`src/hdl/wpsm_pkg.sv`:
```
// shared types and constants for the wav pcm stream to mono volume block
// no dependencies
package wpsm_pkg;

    localparam int FIFO_DEPTH = 4;
    localparam int HDR_LEN = 44;
    localparam int VOL_DIV = 21;
    localparam int RECIP_SHIFT = 25;
    localparam logic [20:0] RECIP_K = 21'((2**RECIP_SHIFT + VOL_DIV - 1) / VOL_DIV);
    localparam logic [4:0] VOL_MAX = 5'(VOL_DIV);
    localparam logic [4:0] VOL_RESET = 5'd10;

    localparam logic [2:0] PH_HEADER = 3'd0;
    localparam logic [2:0] PH_CHUNK = 3'd1;
    localparam logic [2:0] PH_SKIP = 3'd2;
    localparam logic [2:0] PH_DATA = 3'd3;
    localparam logic [2:0] PH_DONE = 3'd4;

    localparam logic [1:0] KIND_FORMAT = 2'd0;
    localparam logic [1:0] KIND_SAMPLE = 2'd1;
    localparam logic [1:0] KIND_FINISHED = 2'd2;
    localparam logic [1:0] KIND_INVALID = 2'd3;

    localparam logic [31:0] TAG_RIFF = 32'h52494646;
    localparam logic [31:0] TAG_WAVE = 32'h57415645;
    localparam logic [31:0] TAG_DATA = 32'h64617461;

    typedef struct packed {
        logic [1:0] kind;
        logic signed [15:0] smp;
        logic [15:0] channels;
        logic [31:0] rate;
        logic [15:0] depth;
        logic fin;
    } work_t;

endpackage

```
`src/hdl/wpsm_front.sv`:
```
// parser front end: walks the riff header and chunks, one byte a cycle while accept is high
// depends on wpsm_pkg
module wpsm_front (
    input  logic             aclk,
    input  logic             aresetn,
    input  logic             accept,
    input  logic [7:0]       file_byte,
    input  logic             file_end,
    output logic             word_valid,
    output wpsm_pkg::work_t  word
);

    logic [2:0]  phase_reg, phase_next;
    logic [5:0]  off_reg, off_next;
    logic [31:0] tag_reg, tag_next;
    logic [31:0] size_reg, size_next;
    logic [2:0]  hbc_reg, hbc_next;
    logic [31:0] skip_reg, skip_next;
    logic [31:0] data_reg, data_next;
    logic [15:0] ch_reg, ch_next;
    logic [31:0] rate_reg, rate_next;
    logic [15:0] depth_reg, depth_next;
    logic [7:0]  held_reg, held_next;
    logic        pp_reg, pp_next;
    logic        par_reg, par_next;

    logic        first_v;
    logic        emit_smp;
    logic [15:0] smp;
    logic [31:0] tag_byte;
    logic [7:0]  exp_byte;

    always_comb begin
        phase_next = phase_reg;
        off_next = off_reg;
        tag_next = tag_reg;
        size_next = size_reg;
        hbc_next = hbc_reg;
        skip_next = skip_reg;
        data_next = data_reg;
        ch_next = ch_reg;
        rate_next = rate_reg;
        depth_next = depth_reg;
        held_next = held_reg;
        pp_next = pp_reg;
        par_next = par_reg;
        first_v = 1'b0;
        emit_smp = 1'b0;
        smp = '0;
        word = '0;
        tag_byte = (off_reg < 6'd4) ? wpsm_pkg::TAG_RIFF : wpsm_pkg::TAG_WAVE;
        exp_byte = tag_byte[8*(3 - off_reg[1:0]) +: 8];

        if (phase_reg <= wpsm_pkg::PH_SKIP) begin
            case (off_reg)
                6'd22: ch_next[7:0] = file_byte;
                6'd23: ch_next[15:8] = file_byte;
                6'd24: rate_next[7:0] = file_byte;
                6'd25: rate_next[15:8] = file_byte;
                6'd26: rate_next[23:16] = file_byte;
                6'd27: rate_next[31:24] = file_byte;
                6'd34: depth_next[7:0] = file_byte;
                6'd35: depth_next[15:8] = file_byte;
                default: ;
            endcase
        end

        case (phase_reg)
            wpsm_pkg::PH_HEADER: begin
                if ((off_reg < 6'd4 || (off_reg >= 6'd8 && off_reg < 6'd12)) &&
                    file_byte != exp_byte) begin
                    first_v = 1'b1;
                    word.kind = wpsm_pkg::KIND_INVALID;
                    phase_next = wpsm_pkg::PH_DONE;
                end else if (off_reg >= 6'd11) begin
                    phase_next = wpsm_pkg::PH_CHUNK;
                    hbc_next = '0;
                end
            end
            wpsm_pkg::PH_CHUNK: begin
                if (hbc_reg < 3'd4) begin
                    tag_next = (hbc_reg == 3'd0) ? {24'd0, file_byte}
                                                 : {tag_reg[23:0], file_byte};
                end else begin
                    size_next[8*hbc_reg[1:0] +: 8] = file_byte;
                end
                hbc_next = hbc_reg + 3'd1;
                if (hbc_reg == 3'd7) begin
                    if (tag_next == wpsm_pkg::TAG_DATA) begin
                        first_v = 1'b1;
                        if (off_reg < 6'(wpsm_pkg::HDR_LEN - 1)) begin
                            word.kind = wpsm_pkg::KIND_INVALID;
                            phase_next = wpsm_pkg::PH_DONE;
                        end else begin
                            word.kind = wpsm_pkg::KIND_FORMAT;
                            word.channels = ch_next;
                            word.rate = rate_next;
                            word.depth = depth_next;
                            data_next = size_next;
                            phase_next = wpsm_pkg::PH_DATA;
                            if (size_next == 32'd0 || file_end) begin
                                word.fin = 1'b1;
                                phase_next = wpsm_pkg::PH_DONE;
                            end
                        end
                    end else if (size_next != 32'd0) begin
                        skip_next = size_next;
                        phase_next = wpsm_pkg::PH_SKIP;
                    end
                end
            end
            wpsm_pkg::PH_SKIP: begin
                skip_next = skip_reg - 32'd1;
                if (skip_next == 32'd0) begin
                    phase_next = wpsm_pkg::PH_CHUNK;
                end
            end
            wpsm_pkg::PH_DATA: begin
                if (depth_reg == 16'd8) begin
                    emit_smp = 1'b1;
                    smp = {~file_byte[7], file_byte[6:0], 8'd0};
                end else if (!pp_reg) begin
                    held_next = file_byte;
                    pp_next = 1'b1;
                end else begin
                    emit_smp = 1'b1;
                    smp = {file_byte, held_reg};
                    pp_next = 1'b0;
                end
                if (emit_smp && ch_reg == 16'd2) begin
                    par_next = ~par_reg;
                    if (par_reg) begin
                        emit_smp = 1'b0;
                    end
                end
                data_next = data_reg - 32'd1;
                if (emit_smp) begin
                    first_v = 1'b1;
                    word.kind = wpsm_pkg::KIND_SAMPLE;
                    word.smp = smp;
                end
                if (data_next == 32'd0 || file_end) begin
                    phase_next = wpsm_pkg::PH_DONE;
                    if (emit_smp) begin
                        word.fin = 1'b1;
                    end else begin
                        first_v = 1'b1;
                        word.kind = wpsm_pkg::KIND_FINISHED;
                    end
                end
            end
            default: ;
        endcase

        if (file_end && phase_next <= wpsm_pkg::PH_SKIP) begin
            first_v = 1'b1;
            word.kind = wpsm_pkg::KIND_INVALID;
        end

        if (off_reg < 6'(wpsm_pkg::HDR_LEN)) begin
            off_next = off_reg + 6'd1;
        end
        if (file_end) begin
            phase_next = wpsm_pkg::PH_HEADER;
            off_next = '0;
            tag_next = '0;
            size_next = '0;
            hbc_next = '0;
            skip_next = '0;
            data_next = '0;
            held_next = '0;
            pp_next = 1'b0;
            par_next = 1'b0;
        end
        word_valid = first_v;
    end

    always_ff @(posedge aclk) begin
        if (!aresetn) begin
            phase_reg <= wpsm_pkg::PH_HEADER;
            off_reg <= '0;
            tag_reg <= '0;
            size_reg <= '0;
            hbc_reg <= '0;
            skip_reg <= '0;
            data_reg <= '0;
            ch_reg <= 16'd1;
            rate_reg <= 32'd16000;
            depth_reg <= 16'd16;
            held_reg <= '0;
            pp_reg <= 1'b0;
            par_reg <= 1'b0;
        end else if (accept) begin
            phase_reg <= phase_next;
            off_reg <= off_next;
            tag_reg <= tag_next;
            size_reg <= size_next;
            hbc_reg <= hbc_next;
            skip_reg <= skip_next;
            data_reg <= data_next;
            ch_reg <= ch_next;
            rate_reg <= rate_next;
            depth_reg <= depth_next;
            held_reg <= held_next;
            pp_reg <= pp_next;
            par_reg <= par_next;
        end
    end

endmodule

```
`src/hdl/wpsm_fifo.sv`:
```
// short register queue between parser front end and scaling back end
// depends on wpsm_pkg
module wpsm_fifo #(
    parameter int DEPTH = wpsm_pkg::FIFO_DEPTH
) (
    input  logic             aclk,
    input  logic             aresetn,
    input  logic             push,
    input  wpsm_pkg::work_t  push_word,
    output logic             full,
    input  logic             pop,
    output logic             not_empty,
    output wpsm_pkg::work_t  head
);

    localparam int PW = (DEPTH > 1) ? $clog2(DEPTH) : 1;
    localparam int CW = $clog2(DEPTH + 1);

    wpsm_pkg::work_t mem_reg [DEPTH];
    logic [PW-1:0] wr_reg, rd_reg;
    logic [CW-1:0] cnt_reg;
    logic do_push, do_pop;

    assign full = (cnt_reg == CW'(DEPTH));
    assign not_empty = (cnt_reg != '0);
    assign head = mem_reg[rd_reg];
    assign do_push = push && !full;
    assign do_pop = pop && not_empty;

    always_ff @(posedge aclk) begin
        if (do_push) begin
            mem_reg[wr_reg] <= push_word;
        end
    end

    always_ff @(posedge aclk) begin
        if (!aresetn) begin
            wr_reg <= '0;
            rd_reg <= '0;
            cnt_reg <= '0;
        end else begin
            if (do_push) begin
                wr_reg <= (wr_reg == PW'(DEPTH - 1)) ? '0 : wr_reg + PW'(1);
            end
            if (do_pop) begin
                rd_reg <= (rd_reg == PW'(DEPTH - 1)) ? '0 : rd_reg + PW'(1);
            end
            cnt_reg <= cnt_reg + CW'(do_push) - CW'(do_pop);
        end
    end

endmodule

```
`src/hdl/wpsm_back.sv`:
```
// scaling back end: volume multiply, divide by 21 by reciprocal, result register
// depends on wpsm_pkg
module wpsm_back (
    input  logic             aclk,
    input  logic             aresetn,
    input  logic             cfg_we,
    input  logic [4:0]       cfg_wdata,
    input  logic             in_valid,
    input  wpsm_pkg::work_t  in_word,
    output logic             in_pop,
    output logic             m_tvalid,
    input  logic             m_tready,
    output logic [79:0]      m_tdata,
    output logic [1:0]       m_tuser,
    output logic             m_tlast
);

    logic [4:0] vol_reg;
    logic v1_reg, v2_reg, v3_reg, sent_reg;
    wpsm_pkg::work_t w1_reg, w2_reg, w3_reg;
    wpsm_pkg::work_t w3_next;
    logic signed [21:0] p1_reg;
    logic [41:0] q2_reg;
    logic neg2_reg;
    logic [20:0] mag;
    logic [16:0] q;
    logic [15:0] res;
    logic en;

    assign en = !v3_reg || (m_tready && (!w3_reg.fin || sent_reg));
    assign in_pop = en && in_valid;
    assign mag = p1_reg[21] ? 21'(-p1_reg) : 21'(p1_reg);
    assign q = q2_reg[wpsm_pkg::RECIP_SHIFT +: 17];
    assign res = neg2_reg ? 16'(-q) : q[15:0];

    always_comb begin
        w3_next = w2_reg;
        if (w2_reg.kind == wpsm_pkg::KIND_SAMPLE) begin
            w3_next.smp = res;
        end
    end

    always_ff @(posedge aclk) begin
        if (!aresetn) begin
            vol_reg <= wpsm_pkg::VOL_RESET;
        end else if (cfg_we) begin
            vol_reg <= (cfg_wdata > wpsm_pkg::VOL_MAX) ? wpsm_pkg::VOL_MAX : cfg_wdata;
        end
    end

    always_ff @(posedge aclk) begin
        if (en) begin
            w1_reg <= in_word;
            p1_reg <= 22'(in_word.smp) * $signed({1'b0, vol_reg});
            w2_reg <= w1_reg;
            q2_reg <= 42'(mag) * 42'(wpsm_pkg::RECIP_K);
            neg2_reg <= p1_reg[21];
            w3_reg <= w3_next;
        end
    end

    always_ff @(posedge aclk) begin
        if (!aresetn) begin
            v1_reg <= 1'b0;
            v2_reg <= 1'b0;
            v3_reg <= 1'b0;
            sent_reg <= 1'b0;
        end else begin
            if (en) begin
                v1_reg <= in_valid;
                v2_reg <= v1_reg;
                v3_reg <= v2_reg;
                sent_reg <= 1'b0;
            end else if (v3_reg && m_tready) begin
                sent_reg <= 1'b1;
            end
        end
    end

    assign m_tvalid = v3_reg;
    assign m_tuser = sent_reg ? wpsm_pkg::KIND_FINISHED : w3_reg.kind;
    assign m_tlast = !w3_reg.fin || sent_reg;
    assign m_tdata = sent_reg ? 80'd0
                   : {w3_reg.depth, w3_reg.rate, w3_reg.channels, w3_reg.smp};

endmodule

```
`src/hdl/wav_pcm_stream_to_mono_volume_core.sv`:
```
// top level of the wav pcm stream to mono volume block
// depends on wpsm_pkg, wpsm_front, wpsm_fifo, wpsm_back
//
// s_ channel: one byte of a wav file per word, s_tlast on the final byte of a file.
// m_ channel: result words; m_tuser kind (format, sample, finished, invalid),
// m_tdata sample / channels / rate / depth, m_tlast on the final result of a byte.
// cfg_we with cfg_wdata sets the volume (0..21, larger values clamp, reset 10).
// a byte is taken every cycle while s_tready is high; a byte yields zero, one or two results.
// the first result is written to the queue on the accepting edge, then passes the volume
// multiply, reciprocal multiply and result register, which raises m_tvalid.
// a byte yielding two results holds the back end until its second result is taken.
// when the receiver stalls the back end holds its word, the queue of
// FIFO_DEPTH words fills and then s_tready falls.
// reset empties the queue, clears the parser and restores the header
// defaults (1 channel, 16000 Hz, 16 bit) and volume 10.
module wav_pcm_stream_to_mono_volume_core #(
    parameter int FIFO_DEPTH = wpsm_pkg::FIFO_DEPTH
) (
    input  logic        aclk,
    input  logic        aresetn,
    input  logic        cfg_we,
    input  logic [4:0]  cfg_wdata,
    input  logic        s_tvalid,
    output logic        s_tready,
    input  logic [7:0]  s_tdata,     // file_byte
    input  logic        s_tlast,     // file_end
    output logic        m_tvalid,
    input  logic        m_tready,
    output logic [79:0] m_tdata,     // sample, channels, rate, depth
    output logic [1:0]  m_tuser,     // kind
    output logic        m_tlast      // last
);

    logic accept, word_valid, full, not_empty, pop;
    wpsm_pkg::work_t word, head;

    assign s_tready = !full;
    assign accept = s_tvalid && s_tready;

    wpsm_front u_front (
        .aclk(aclk), .aresetn(aresetn), .accept(accept),
        .file_byte(s_tdata), .file_end(s_tlast),
        .word_valid(word_valid), .word(word)
    );

    wpsm_fifo #(.DEPTH(FIFO_DEPTH)) u_fifo (
        .aclk(aclk), .aresetn(aresetn),
        .push(accept && word_valid), .push_word(word), .full(full),
        .pop(pop), .not_empty(not_empty), .head(head)
    );

    wpsm_back u_back (
        .aclk(aclk), .aresetn(aresetn),
        .cfg_we(cfg_we), .cfg_wdata(cfg_wdata),
        .in_valid(not_empty), .in_word(head), .in_pop(pop),
        .m_tvalid(m_tvalid), .m_tready(m_tready),
        .m_tdata(m_tdata), .m_tuser(m_tuser), .m_tlast(m_tlast)
    );

endmodule

```
`config.mk`:
```
export PLATFORM = sky130hd
export DESIGN_NAME = wav_pcm_stream_to_mono_volume_core
export DESIGN_NICKNAME = d
export VERILOG_FILES = /design/src/hdl/wpsm_pkg.sv /design/src/hdl/wpsm_front.sv /design/src/hdl/wpsm_fifo.sv /design/src/hdl/wpsm_back.sv /design/src/hdl/wav_pcm_stream_to_mono_volume_core.sv
export SDC_FILE = /design/constraint.sdc
export NUM_CORES = 2
export LEC_CHECK = 0
export ABC_AREA = 1
export BUFFER_PORTS_ARGS = -buffer_cell sky130_fd_sc_hd__buf_2
export CAP_MARGIN = 20
export CORE_MARGIN = 4
export CORE_UTILIZATION = 40
export DETAILED_ROUTE_END_ITERATION = 7
export PLACE_DENSITY = 0.62
export SYNTH_ARGS = -nofsm -noshare
export SYNTH_HDL_FRONTEND = slang
export SYNTH_HIERARCHICAL = 1
export SYNTH_SLANG_ARGS = --single-unit
```
`constraint.sdc`:
```
create_clock -name aclk -period 25.4 [get_ports aclk]
set_input_delay 5.08 -clock aclk [delete_from_list [all_inputs] [get_ports aclk]]
set_output_delay 5.08 -clock aclk [all_outputs]
set_load 0.1 [all_outputs]
```
==> out/qor.yml <==
yosys:
  yosysWarnings: 6
  seq_area_frac_synth_pct: 49.1
  syn_avg_cell_area_um2: 8.99
  syn_area_um2: 47400
  synth_ff_type: "edfxtp_1"
  synthArstFlopShare_pct: 0
  ys_types: 52
  ys_seq_elements: 852
  syn_inst: 5266
  syn-num-nets: 5689
  synth_edf_count: 620
critical_path:
  critical_path.max_stage_delay_ps: 840
  r2r_cells: 28
  reg2reg_to: "u_back/q2_reg[40]"
  r2r_start: "u_back/p1_reg[0]"
  startpoint: "s_tdata[1]"
  cp-start-kind: "input pin"
  crit_path_end_kind: "flip-flop"
  path_class: "input pin to flip-flop"
  r2r_slack_ps: 18220
  crit_fanout: 60
  worstPathRequired_ps: 25660
  critPathTopFamily: "simple AND/OR/NAND/NOR gates"
  cp_cell_sequence: "buf_2, clkinv_1, nor2_1, nand2_1, nand2_1, nor2_1, nand3_1, nor2_1, nand2_1, nor2_1, nor2_1, nand2_1, a21oi_1, nand3_1, nand3_1, inv_1, nor2_2, nand2_1, nor2_4, buf_4"
  cp_data_arrival_time_ps: 9600
  cp_slowest_cell: "buf_4"
  crit_buf_inv: 4
detailed_routing:
  viasPerCell: 5.13
  wl_per_cell_um: 17.4
  drt_pass1_iterations: 8
  drt_drc_violations_left: 0
  antenna_left: 0
  vias: 35400
  first_iter_violations: 3101
  drt_wl_total_um: 120000
flow_run:
  cap_viol_max_count: 0
sta:
  worstMarginPinSlew_ps: 1140
  clock.fmax_mhz: 107
  slew_viol_final: 0
  fin_ws_ps: 16060
  relSlewSlack_pct: 24.2
  rsz0062_at_grt: "false"
  fin_worst_skew_ps: 30.3
  setup-tns-final_ps: 0
  hold_viol: 0
  setup_viol: 0
  period_share_pct: 36.8
  fin_crit_ps: 9340
placement:
  gp_congestion: 0.956
  dpl.hpwl_um: 86300
  dpl.cell_count: 6742
  placed_area_um2: 49200
  io_buffers: 103
  place_ws_ps: 15300
cts:
  root_buffer: "clkbuf_16"
  cts_buffer_depth: 3
  cts_buffers: 85
  ctsHtreeMaxLevel: 3
  cts_setup_buffers: 0
  cts_resized: 0
  holdBufCountCts: 0
  cts_sinks: 852
  clk_pin_slew_ps: 60
  clkLatencyLatePin_ps: 660
  tritoncts: "built"
worst_hold_path:
  hp-start: "u_back/w2_reg[3]"
  whs_path_depth: 0
  hold_class: "flip-flop to flip-flop"
  min_to: "u_back/w3_reg[3]"
floorplan:
  dieHeight_um: 352
  pin_count: 104
  die_w_um: 352
  die_area_um2: 124000
  fp.coreArea_um2: 117000
  start_util_pct: 40.5
  rows: 125
final_layout:
  layout_commonest_cell: "nand2_1"
  final_cell_mix: "1047 x nand2_1, 738 x inv_1, 718 x nor2_1"
  drive_above_1_share_pct: 6.59
  nNetsFinal: 5730
  fillers: 11200
  layout.cells.non_filler: 6898
  antenna_cells: 0
  stdcell_area_um2: 52000
  syn_to_final_growth_pct: 9.75
  largest_reg_flops: 332
grt:
  grt_max_degree: 113
  grt_pass1_wl_um: 191000
  antenna_found_initial: 1
  grt_pass1_vias: 34200
  grt_usage_pct: 19.1
  overflow: 0
outcome:
  run_status: "complete, no violations"
## synth_stat cells, types with 5 or more instances
library cell / number / share of area, %
nand4_1: 42 / 0.55
o21ai_0: 311 / 3.3
inv_2: 16 / 0.13
a21oi_1: 284 / 3.0
o22ai_1: 102 / 1.3
nor2_1: 722 / 5.7
clkinv_1: 5 / 0.040
buf_6: 22 / 0.52
nand3b_1: 21 / 0.33
nand3_1: 183 / 1.9
nor2_2: 15 / 0.20
buf_4: 13 / 0.21
edfxtp_1: 620 / 39
ha_1: 251 / 6.6
xor2_1: 52 / 0.96
a21o_1: 5 / 0.079
inv_1: 740 / 5.9
clkbuf_1: 121 / 0.96
dfxtp_1: 232 / 9.8
nor3_1: 35 / 0.37
xnor2_1: 13 / 0.24
o21bai_1: 15 / 0.24
o21ai_1: 68 / 0.72
or2_2: 8 / 0.11
nand2_1: 1049 / 8.3
buf_2: 18 / 0.19
buf_1: 7 / 0.055
nand2_2: 19 / 0.25
o211ai_1: 79 / 1.3
fa_1: 153 / 6.5
## per-layer routing
layer  part of all wire [%]  wire, um  track usage [%]  up-vias
met5                      0         0                0        -
met4                    2.5      3010             4.89        0
met3                    5.6      6760             2.73      167
met2                     46     55300             31.2      971
met1                     46     55300             26.8    16800
li1                       -         -                -    17400
## stage by stage
step	util, %	hold WS [ps]
floorplan	-	400
global placement	42.1	401
detailed placement	42.1	405
CTS	44.5	403
global route	44.5	418
finish	44.5	405
## worst reg2reg max path, delay by kind of cell, from the launching register on
kind | cells | cell delay (ps)
adder cells (fa/ha/maj) | 8 | 3640
AND/OR/NAND/NOR | 11 | 1450
buffers and inverters | 7 | 650
flip-flops | 1 | 520
XOR/XNOR | 1 | 480
AO/OA/AOI/OAI | 1 | 170
## layout make-up
| class | count | area, um2 | share of cell area (%) |
|---|---|---|---|
| flip-flops and latches | 852 | 23300 | 44.8 |
| well taps | 1524 | 1910 | 3.67 |
| inverters | 763 | 2870 | 5.52 |
| multi-input cells | 3467 | 20300 | 39.1 |
| clock inverters | 56 | 559 | 1.08 |
| clock buffers | 98 | 2230 | 4.28 |
| repair buffers | 138 | 801 | 1.54 |
## cell families after synthesis
group           count (synthesis)  share of synthesized area (%)
xor+xnor                       69                           1.39
fa+ha+maj                     404                           13.1
buf+inv                       947                           8.02
flops                         852                           49.1
compound gates                883                           10.2
simple gates                 2111                           18.1
## how the worst max path moves through the flow
| stage | to | slack, ps | cells past startpoint |
|---|---|---|---|
| global placement | u_fifo/mem_reg[0][74] | 15460 | 20 |
| detailed placement | u_fifo/mem_reg[0][74] | 15300 | 20 |
| CTS | u_fifo/mem_reg[0][48] | 16010 | 20 |
| global route | u_fifo/mem_reg[1][40] | 15800 | 20 |
| finish | u_fifo/mem_reg[1][40] | 16060 | 20 |
| floorplan | u_fifo/cnt_reg[2] | 12170 | 12 |
Power is left out: the tool's default activity adds up to more than one toggle a clock period on the data nets, which glitch-free logic cannot reach.
